===== src/rtl/umsb_pkg.sv =====
package umsb_pkg;

  // Commands carried by an input request.
  typedef enum logic [1:0] {
    CMD_PACKET    = 2'd0,
    CMD_TX_SLOT   = 2'd1,
    CMD_NOTES_OFF = 2'd2,
    CMD_NONE      = 2'd3
  } cmd_t;

  // A classified request as it travels from the front end to the back end.
  typedef struct packed {
    cmd_t       cmd;
    logic [1:0] len;
    logic [7:0] byte0;
    logic [7:0] byte1;
    logic [7:0] byte2;
  } op_t;

  // Bytes of the controller 120 message sent on every channel.
  localparam logic [7:0] CTRL_CHANGE_STATUS = 8'hB0;
  localparam logic [7:0] CTRL_ALL_SOUND_OFF = 8'h78;
  localparam logic [7:0] CTRL_VALUE_ZERO    = 8'h00;
  localparam int         NUM_CHANNELS       = 16;
  localparam int         CHAN_W             = $clog2(NUM_CHANNELS);

  // Position of a byte within the controller message.
  localparam logic [1:0] PHASE_STATUS = 2'd0;
  localparam logic [1:0] PHASE_CTRL   = 2'd1;
  localparam logic [1:0] PHASE_VALUE  = 2'd2;

  // Number of MIDI bytes that belong to a packet of the given code index.
  function automatic logic [1:0] packet_len(input logic [3:0] cin);
    logic [1:0] len;
    unique case (cin)
      4'h0, 4'h1:             len = 2'd0;
      4'h5, 4'hF:             len = 2'd1;
      4'h2, 4'h6, 4'hC, 4'hD: len = 2'd2;
      default:                len = 2'd3;
    endcase
    return len;
  endfunction

endpackage


===== src/rtl/umsb_front.sv =====
module umsb_front (
  input  logic                  in_valid,
  output logic                  in_stall,
  input  logic [1:0]            command,
  input  logic [3:0]            code_index,
  input  logic [7:0]            midi_byte_first,
  input  logic [7:0]            midi_byte_second,
  input  logic [7:0]            midi_byte_third,
  input  logic                  queue_full,
  output logic                  push_valid,
  output umsb_pkg::op_t         push_op
);

  // The front end stalls only when the request queue has no room.
  assign in_stall   = queue_full;
  assign push_valid = in_valid && !queue_full;

  // Classify the request and look up the packet length.
  always_comb begin
    push_op.cmd   = umsb_pkg::cmd_t'(command);
    push_op.len   = (umsb_pkg::cmd_t'(command) == umsb_pkg::CMD_PACKET)
                    ? umsb_pkg::packet_len(code_index) : 2'd0;
    push_op.byte0 = midi_byte_first;
    push_op.byte1 = midi_byte_second;
    push_op.byte2 = midi_byte_third;
  end

endmodule


===== src/rtl/umsb_opq.sv =====
module umsb_opq (
  input  logic          clk,
  input  logic          rst,
  input  logic          push_valid,
  input  umsb_pkg::op_t push_op,
  output logic          full,
  output logic          pop_valid,
  output umsb_pkg::op_t pop_op,
  input  logic          pop
);

  umsb_pkg::op_t entries [2];
  logic          wr_ptr;
  logic          rd_ptr;
  logic [1:0]    cnt;
  logic          do_push;
  logic          do_pop;

  assign full      = (cnt == 2'd2);
  assign pop_valid = (cnt != 2'd0);
  assign pop_op    = entries[rd_ptr];
  assign do_push   = push_valid && !full;
  assign do_pop    = pop && pop_valid;

  // Two-entry request queue between front and back end.
  always_ff @(posedge clk) begin
    if (rst) begin
      wr_ptr <= 1'b0;
      rd_ptr <= 1'b0;
      cnt    <= 2'd0;
    end else begin
      if (do_push) begin
        entries[wr_ptr] <= push_op;
        wr_ptr          <= ~wr_ptr;
      end
      if (do_pop) begin
        rd_ptr <= ~rd_ptr;
      end
      case ({do_push, do_pop})
        2'b10:   cnt <= cnt + 2'd1;
        2'b01:   cnt <= cnt - 2'd1;
        default: cnt <= cnt;
      endcase
    end
  end

endmodule


===== src/rtl/umsb_exec.sv =====
module umsb_exec #(
  parameter int QUEUE_DEPTH = 64
) (
  input  logic          clk,
  input  logic          rst,
  input  logic          op_valid,
  input  umsb_pkg::op_t op,
  output logic          op_pop,
  output logic          out_valid,
  input  logic          out_stall,
  output logic          tx_valid,
  output logic [7:0]    tx_byte,
  output logic          accepted,
  output logic [6:0]    fill_level
);

  localparam int AW = $clog2(QUEUE_DEPTH);
  localparam int CW = $clog2(QUEUE_DEPTH + 1);

  typedef enum logic [3:0] {
    S_IDLE  = 4'b0001,
    S_PUSH  = 4'b0010,
    S_READ  = 4'b0100,
    S_CLEAR = 4'b1000
  } state_t;

  state_t                      state;
  logic [7:0]                  mem [QUEUE_DEPTH];
  logic [7:0]                  rd_data;
  logic [AW-1:0]               wptr;
  logic [AW-1:0]               rptr;
  logic [CW-1:0]               count;
  logic [CW-1:0]               count_inc;
  logic [CW-1:0]               count_dec;
  logic                        fits;
  logic [1:0]                  rem;
  logic [7:0]                  pend0;
  logic [7:0]                  pend1;
  logic [7:0]                  pend2;
  logic [umsb_pkg::CHAN_W-1:0] chan;
  logic [1:0]                  phase;
  logic                        mem_we;
  logic [7:0]                  mem_wdata;

  function automatic logic [AW-1:0] ptr_step(input logic [AW-1:0] p);
    return (p == AW'(QUEUE_DEPTH - 1)) ? '0 : p + AW'(1);
  endfunction

  assign count_inc = count + CW'(1);
  assign count_dec = count - CW'(1);
  assign fits      = ({1'b0, count} + (CW+1)'(op.len)) <= (CW+1)'(QUEUE_DEPTH);
  assign op_pop    = (state == S_IDLE) && op_valid && !out_valid;

  // Byte written to the FIFO this cycle.
  always_comb begin
    mem_we    = 1'b0;
    mem_wdata = pend0;
    if (state == S_PUSH) begin
      mem_we = 1'b1;
    end else if (state == S_CLEAR) begin
      mem_we = 1'b1;
      case (phase)
        umsb_pkg::PHASE_STATUS:
          mem_wdata = umsb_pkg::CTRL_CHANGE_STATUS | 8'(chan);
        umsb_pkg::PHASE_CTRL:
          mem_wdata = umsb_pkg::CTRL_ALL_SOUND_OFF;
        default:
          mem_wdata = umsb_pkg::CTRL_VALUE_ZERO;
      endcase
    end
  end

  // FIFO storage with one write port and a registered read port.
  always_ff @(posedge clk) begin
    if (mem_we) begin
      mem[wptr] <= mem_wdata;
    end
    rd_data <= mem[rptr];
  end

  // Sequencer that carries out one request at a time.
  always_ff @(posedge clk) begin
    if (rst) begin
      state     <= S_IDLE;
      wptr      <= '0;
      rptr      <= '0;
      count     <= '0;
      out_valid <= 1'b0;
    end else begin
      if (out_valid && !out_stall) begin
        out_valid <= 1'b0;
      end
      unique case (state)
        S_IDLE: begin
          if (op_pop) begin
            tx_valid   <= 1'b0;
            tx_byte    <= 8'd0;
            // Only a packet that does not fit is refused.
            accepted   <= (op.cmd != umsb_pkg::CMD_PACKET) || fits;
            fill_level <= count[6:0];
            unique case (op.cmd)
              umsb_pkg::CMD_PACKET: begin
                pend0 <= op.byte0;
                pend1 <= op.byte1;
                pend2 <= op.byte2;
                rem   <= op.len;
                if (!fits) begin
                  out_valid <= 1'b1;
                end else if (op.len == 2'd0) begin
                  out_valid <= 1'b1;
                end else begin
                  state <= S_PUSH;
                end
              end
              umsb_pkg::CMD_TX_SLOT: begin
                if (count == '0) begin
                  out_valid <= 1'b1;
                end else begin
                  rptr  <= ptr_step(rptr);
                  count <= count_dec;
                  state <= S_READ;
                end
              end
              umsb_pkg::CMD_NOTES_OFF: begin
                wptr  <= '0;
                rptr  <= '0;
                count <= '0;
                chan  <= '0;
                phase <= umsb_pkg::PHASE_STATUS;
                state <= S_CLEAR;
              end
              umsb_pkg::CMD_NONE: begin
                out_valid <= 1'b1;
              end
            endcase
          end
        end
        S_PUSH: begin
          wptr  <= ptr_step(wptr);
          count <= count_inc;
          pend0 <= pend1;
          pend1 <= pend2;
          rem   <= rem - 2'd1;
          if (rem == 2'd1) begin
            fill_level <= count_inc[6:0];
            out_valid  <= 1'b1;
            state      <= S_IDLE;
          end
        end
        S_READ: begin
          tx_valid   <= 1'b1;
          tx_byte    <= rd_data;
          fill_level <= count[6:0];
          out_valid  <= 1'b1;
          state      <= S_IDLE;
        end
        S_CLEAR: begin
          wptr  <= ptr_step(wptr);
          count <= count_inc;
          if (phase == umsb_pkg::PHASE_VALUE) begin
            phase <= umsb_pkg::PHASE_STATUS;
            chan  <= chan + umsb_pkg::CHAN_W'(1);
          end else begin
            phase <= phase + 2'd1;
          end
          if ((chan == umsb_pkg::CHAN_W'(umsb_pkg::NUM_CHANNELS - 1)) &&
              (phase == umsb_pkg::PHASE_VALUE)) begin
            fill_level <= count_inc[6:0];
            out_valid  <= 1'b1;
            state      <= S_IDLE;
          end
        end
      endcase
    end
  end

endmodule


===== src/rtl/usb_midi_to_serial_bridge_unit.sv =====
// The single FIFO write port takes one byte per cycle and the back end runs one request at a time.
// Reset (rst, synchronous) empties the FIFO and the request queue; the byte store itself
// is not cleared, as only written entries are ever read.
module usb_midi_to_serial_bridge_unit #(
  parameter int QUEUE_DEPTH = 64
) (
  input  logic       clk,
  input  logic       rst,
  input  logic       in_valid,
  output logic       in_stall,
  input  logic [1:0] command,
  input  logic [3:0] code_index,
  input  logic [7:0] midi_byte_first,
  input  logic [7:0] midi_byte_second,
  input  logic [7:0] midi_byte_third,
  output logic       out_valid,
  input  logic       out_stall,
  output logic       tx_valid,
  output logic [7:0] tx_byte,
  output logic       accepted,
  output logic [6:0] fill_level
);

  logic          push_valid;
  umsb_pkg::op_t push_op;
  logic          queue_full;
  logic          op_valid;
  umsb_pkg::op_t op;
  logic          op_pop;

  // Front end: takes requests and classifies them.
  umsb_front u_front (
    .in_valid         (in_valid),
    .in_stall         (in_stall),
    .command          (command),
    .code_index       (code_index),
    .midi_byte_first  (midi_byte_first),
    .midi_byte_second (midi_byte_second),
    .midi_byte_third  (midi_byte_third),
    .queue_full       (queue_full),
    .push_valid       (push_valid),
    .push_op          (push_op)
  );

  // Short queue that decouples the two halves.
  umsb_opq u_opq (
    .clk        (clk),
    .rst        (rst),
    .push_valid (push_valid),
    .push_op    (push_op),
    .full       (queue_full),
    .pop_valid  (op_valid),
    .pop_op     (op),
    .pop        (op_pop)
  );

  // Back end: byte FIFO and its sequencer.
  umsb_exec #(
    .QUEUE_DEPTH (QUEUE_DEPTH)
  ) u_exec (
    .clk        (clk),
    .rst        (rst),
    .op_valid   (op_valid),
    .op         (op),
    .op_pop     (op_pop),
    .out_valid  (out_valid),
    .out_stall  (out_stall),
    .tx_valid   (tx_valid),
    .tx_byte    (tx_byte),
    .accepted   (accepted),
    .fill_level (fill_level)
  );

endmodule


===== config.mk =====
export PLATFORM = sky130hd
export DESIGN_NAME = usb_midi_to_serial_bridge_unit
export DESIGN_NICKNAME = d
export VERILOG_FILES = /design/src/rtl/umsb_pkg.sv /design/src/rtl/umsb_front.sv /design/src/rtl/umsb_opq.sv /design/src/rtl/umsb_exec.sv /design/src/rtl/usb_midi_to_serial_bridge_unit.sv
export SDC_FILE = /design/constraint.sdc
export NUM_CORES = 1
export LEC_CHECK = 0
export BUFFER_PORTS_ARGS = -buffer_cell sky130_fd_sc_hd__clkbuf_2
export CAP_MARGIN = 5
export CELL_PAD_IN_SITES_DETAIL_PLACEMENT = 1
export CELL_PAD_IN_SITES_GLOBAL_PLACEMENT = 1
export CORE_MARGIN = 2
export CORE_UTILIZATION = 35
export DETAILED_ROUTE_END_ITERATION = 10
export GPL_ROUTABILITY_DRIVEN = 0
export PLACE_DENSITY = 0.64
export SYNTH_ARGS = -nofsm -noshare
export SYNTH_HDL_FRONTEND = slang
export SYNTH_SLANG_ARGS = --single-unit

===== constraint.sdc =====
create_clock -name clk -period 13.2 [get_ports clk]
set_clock_uncertainty 0.15 [all_clocks]
set_input_delay 2.64 -clock clk [delete_from_list [all_inputs] [get_ports clk]]
set_output_delay 2.64 -clock clk [all_outputs]
set_load 0.1 [all_outputs]

==> impl_metrics.json <==
{
  "num_rows": 100,
  "crit_family": "simple AND/OR/NAND/NOR gates",
  "cp_num_buf_inv": 2,
  "p_sw_w": 0.00147,
  "rr_endpoint": "u_exec.mem[1][7]",
  "crit_path_start": "rst",
  "port_buffers": 52,
  "layout-area-overhead-vs-synth_pct": 14.0,
  "rsz0062_at_grt": "false",
  "synth-seq-area-share_pct": 73.6,
  "fmax_ghz": 0.223,
  "postRouteAntennaNets": 0,
  "synth_warnings": 0,
  "vias_per_cell": 5.30,
  "placed_area_um2": 27500,
  "min_from": "u_exec.rd_data[6]",
  "grt_pass1_wl_um": 93500,
  "maxCapViolCount": 0,
  "whs_endpoint": "u_exec.tx_byte[6]",
  "htree_levels": 3,
  "syn-cell-area_um2": 26200,
  "crit_fanout": 27,
  "critical_path.cell_chain": "clkbuf_2 -> inv_1 -> o21ai_0 -> nor2_1 -> nand3_1 -> o31ai_1",
  "wl_per_cell_um": 24.5,
  "wirelength_um": 62600,
  "final_area_um2": 29800,
  "outcome": "finished, final reports clean",
  "whs_path_depth": 1,
  "critical-path-max-stage-delay_ns": 0.67,
  "synth_area_leaders": "edfxtp_1 71%, mux4_2 9.8%, dfxtp_1 2.8%",
  "grt_overflow_total": 0,
  "clock_sinks": 654,
  "switching_share_pct": 27.4,
  "yosys.area.top_type": "edfxtp_1",
  "finalMaxSlewViolations": 0,
  "syn_inst": 1467,
  "nets": 1580,
  "synth_commonest_cells": "617 x edfxtp_1, 114 x mux4_2, 105 x nor2_1, 71 x nand2_1, 46 x clkbuf_1",
  "cpMaxStageDelayCell": "nor2_1",
  "clkTransAtPathRegs_ns": 0.06,
  "tightest_slew_ns": 1.18,
  "setup_tns_ns": 0,
  "p_leak_nw": 9.15,
  "slew_headroom_pct": 21.5,
  "startpoint_type": "primary input",
  "ioPinCount": 53,
  "synth_ff_type": "edfxtp_1",
  "tritoncts": "built",
  "worstPathArrival_ns": 4.85,
  "pwr-share-comb_pct": 15.7,
  "cts_resized": 0,
  "die-height_um": 278,
  "synth.distinct_cells": 70,
  "finalSetupViolations": 0,
  "syn_avg_cell_area_um2": 17.9,
  "drive_gt1_share_pct": 21.8,
  "track_usage_pct": 16.3,
  "min_period_ns": 4.48,
  "power_density_nw_per_um2": 179,
  "clock_latency_ns": 0.61,
  "synth_edf_count": 617,
  "synth_fp_nets": 1520,
  "hold_viol": 0,
  "dieArea_um2": 77000,
  "fin_crit_sh_pct": 34.0,
  "hpwl_um": 37800,
  "seqPwrFrac_pct": 47.0,
  "grt_pass1_vias": 14300,
  "cts_hold_buf": 0,
  "die_w_um": 278,
  "dr.pass1.iters": 5,
  "n_antenna_cell": 0,
  "synth_seq_cells": 654,
  "r2r_cells": 4,
  "dr_total_vias": 13500,
  "placeableCoreArea_um2": 74200,
  "yosysMostFrequentCell": "edfxtp_1",
  "post-route-drc-count": 0,
  "synth_top_area_share_pct": 70.8,
  "start_util_pct": 35.3,
  "hold_class": "flip-flop to flip-flop",
  "regToRegSetupSlack_ns": 9.38,
  "max-vdd-ir-drop_mv": 0.107,
  "worst-endpoint-required_ns": 13.57,
  "grt_start_max_net_pins": 99,
  "antenna_found_initial": 0,
  "r2r-start": "u_exec.state[3]",
  "synthArstFlopShare_pct": 0,
  "drtIter0Drc": 1077,
  "intPower_w": 0.00389,
  "cts_root_buffer": "clkbuf_16",
  "endpoint_kind": "flip-flop",
  "post_cts_buffers": 0,
  "cts_made_buffers": 71,
  "clk_path_buf_depth": 3,
  "power_frac_clock_pct": 37.4,
  "worstSetupPathType": "primary input to flip-flop",
  "nFillCells": 7234
}
per-layer routing:
layer / GRT usage [%] / up-vias / part of all wire, %
li1: - / 6005 / -
met5: 0 / - / 0
met2: 27.0 / 334 / 50
met1: 22.2 / 7094 / 44
met3: 2.64 / 91 / 4.5
met4: 4.53 / 0 / 2.4
worst max path at each step:
stage	end	slack (ns)	depth (start not counted)
global placement	u_exec.state[1]	8.14	6
floorplan	u_opq.entries[1][0]	7.44	3
finish	u_exec.state[1]	8.72	6
detailed placement	u_exec.state[1]	8.04	6
CTS	u_exec.state[1]	8.65	6
global route	u_exec.state[1]	8.40	6
area by class of cell:
class | count | area, um^2 | share of cell area, %
flip-flops and latches | 654 | 19300 | 64.6
multi-input cells | 709 | 6500 | 21.8
clock buffers | 94 | 1940 | 6.49
well taps | 969 | 1210 | 4.06
repair buffers | 77 | 460 | 1.54
clock inverters | 37 | 408 | 1.37
inverters | 14 | 52.6 | 0.176
worst register-to-register path: cells and delay by family (launching register included):
family | cells | cell delay, ns
flops | 1 | 0.63
simple gates | 3 | 2.31
xor+xnor | 1 | 0.34
per-stage QoR:
step	power (W)	setup WS, ns	hold slack [ns]	utilization [%]	instances
4_1_cts	0.00541	8.65	0.361	40.2	2554
3_5_place_dp	0.00341	8.04	0.349	37.1	2423
3_3_place_gp	0.00338	8.14	0.330	37.1	2423
5_1_grt	0.00555	8.40	0.382	40.2	2554
2_1_floorplan	0.00318	7.44	0.317	-	1467
6_report	0.00535	8.72	0.356	40.2	2554
state kept, by name, indices dropped and copies added (netlist names), named ones only:
name / flops
u_exec.count: 7
u_exec.pend2: 8
u_exec.pend0: 8
u_exec.chan: 4
u_exec.pend1: 8
u_exec.state: 4
u_exec.mem: 512
u_exec.tx_byte: 8
u_exec.wptr: 6
u_exec.tx_valid: 1
u_exec.phase: 2
u_exec.out_valid: 1
u_exec.rptr: 6
u_opq.rd_ptr: 1
u_opq.cnt: 2
u_exec.rd_data: 8
u_opq.wr_ptr: 1
u_exec.rem: 2
u_exec.accepted: 1
u_opq.entries: 56
u_exec.fill_level: 7
layout by cell type, fill, tap and decap left out, drive strengths merged, types with 7 or more instances in the layout:
master / Yosys / routed
inv: 14 / 17
edfxtp: 617 / 617
xnor2: 12 / 12
mux4: 114 / 114
nand3: 28 / 28
o22ai: 7 / 7
buf: 44 / 25
mux2: 26 / 26
nor3: 17 / 17
a21oi: 36 / 36
or3: 10 / 10
dfxtp: 37 / 37
xor2: 8 / 8
a22oi: 36 / 36
a31oi: 9 / 9
o21ai: 37 / 37
nor2: 105 / 105
nor2b: 10 / 10
clkinv: 0 / 26
a221oi: 11 / 11
clkbuf: 46 / 146
and2: 14 / 14
bufinv: 0 / 7
nand2: 71 / 71
ha: 18 / 18
mux2i: 39 / 39
o211ai: 8 / 8
power by group through the flow:
stage                     registers [W]  logic (W)  clock network [W]
after floorplan                 0.00262   0.000558                  0
after global placement          0.00256   0.000824                  0
after detailed placement        0.00256   0.000848                  0
after CTS                       0.00252   0.000852            0.00204
after global routing            0.00253   0.000908            0.00211
final                           0.00251   0.000839            0.00200
kinds of logic (layout without fill, tap and decap cells):
group	count (synthesis)	after routing	share of synthesized area, %
buf+inv	104	222	1.82
simple gates	305	305	5.76
mux	179	179	12.4
compound gates	186	186	4.83
flops	654	654	73.6
xor+xnor	20	20	0.669
fa+ha+maj	19	19	0.936
Power figures use the tool's default switching activity.
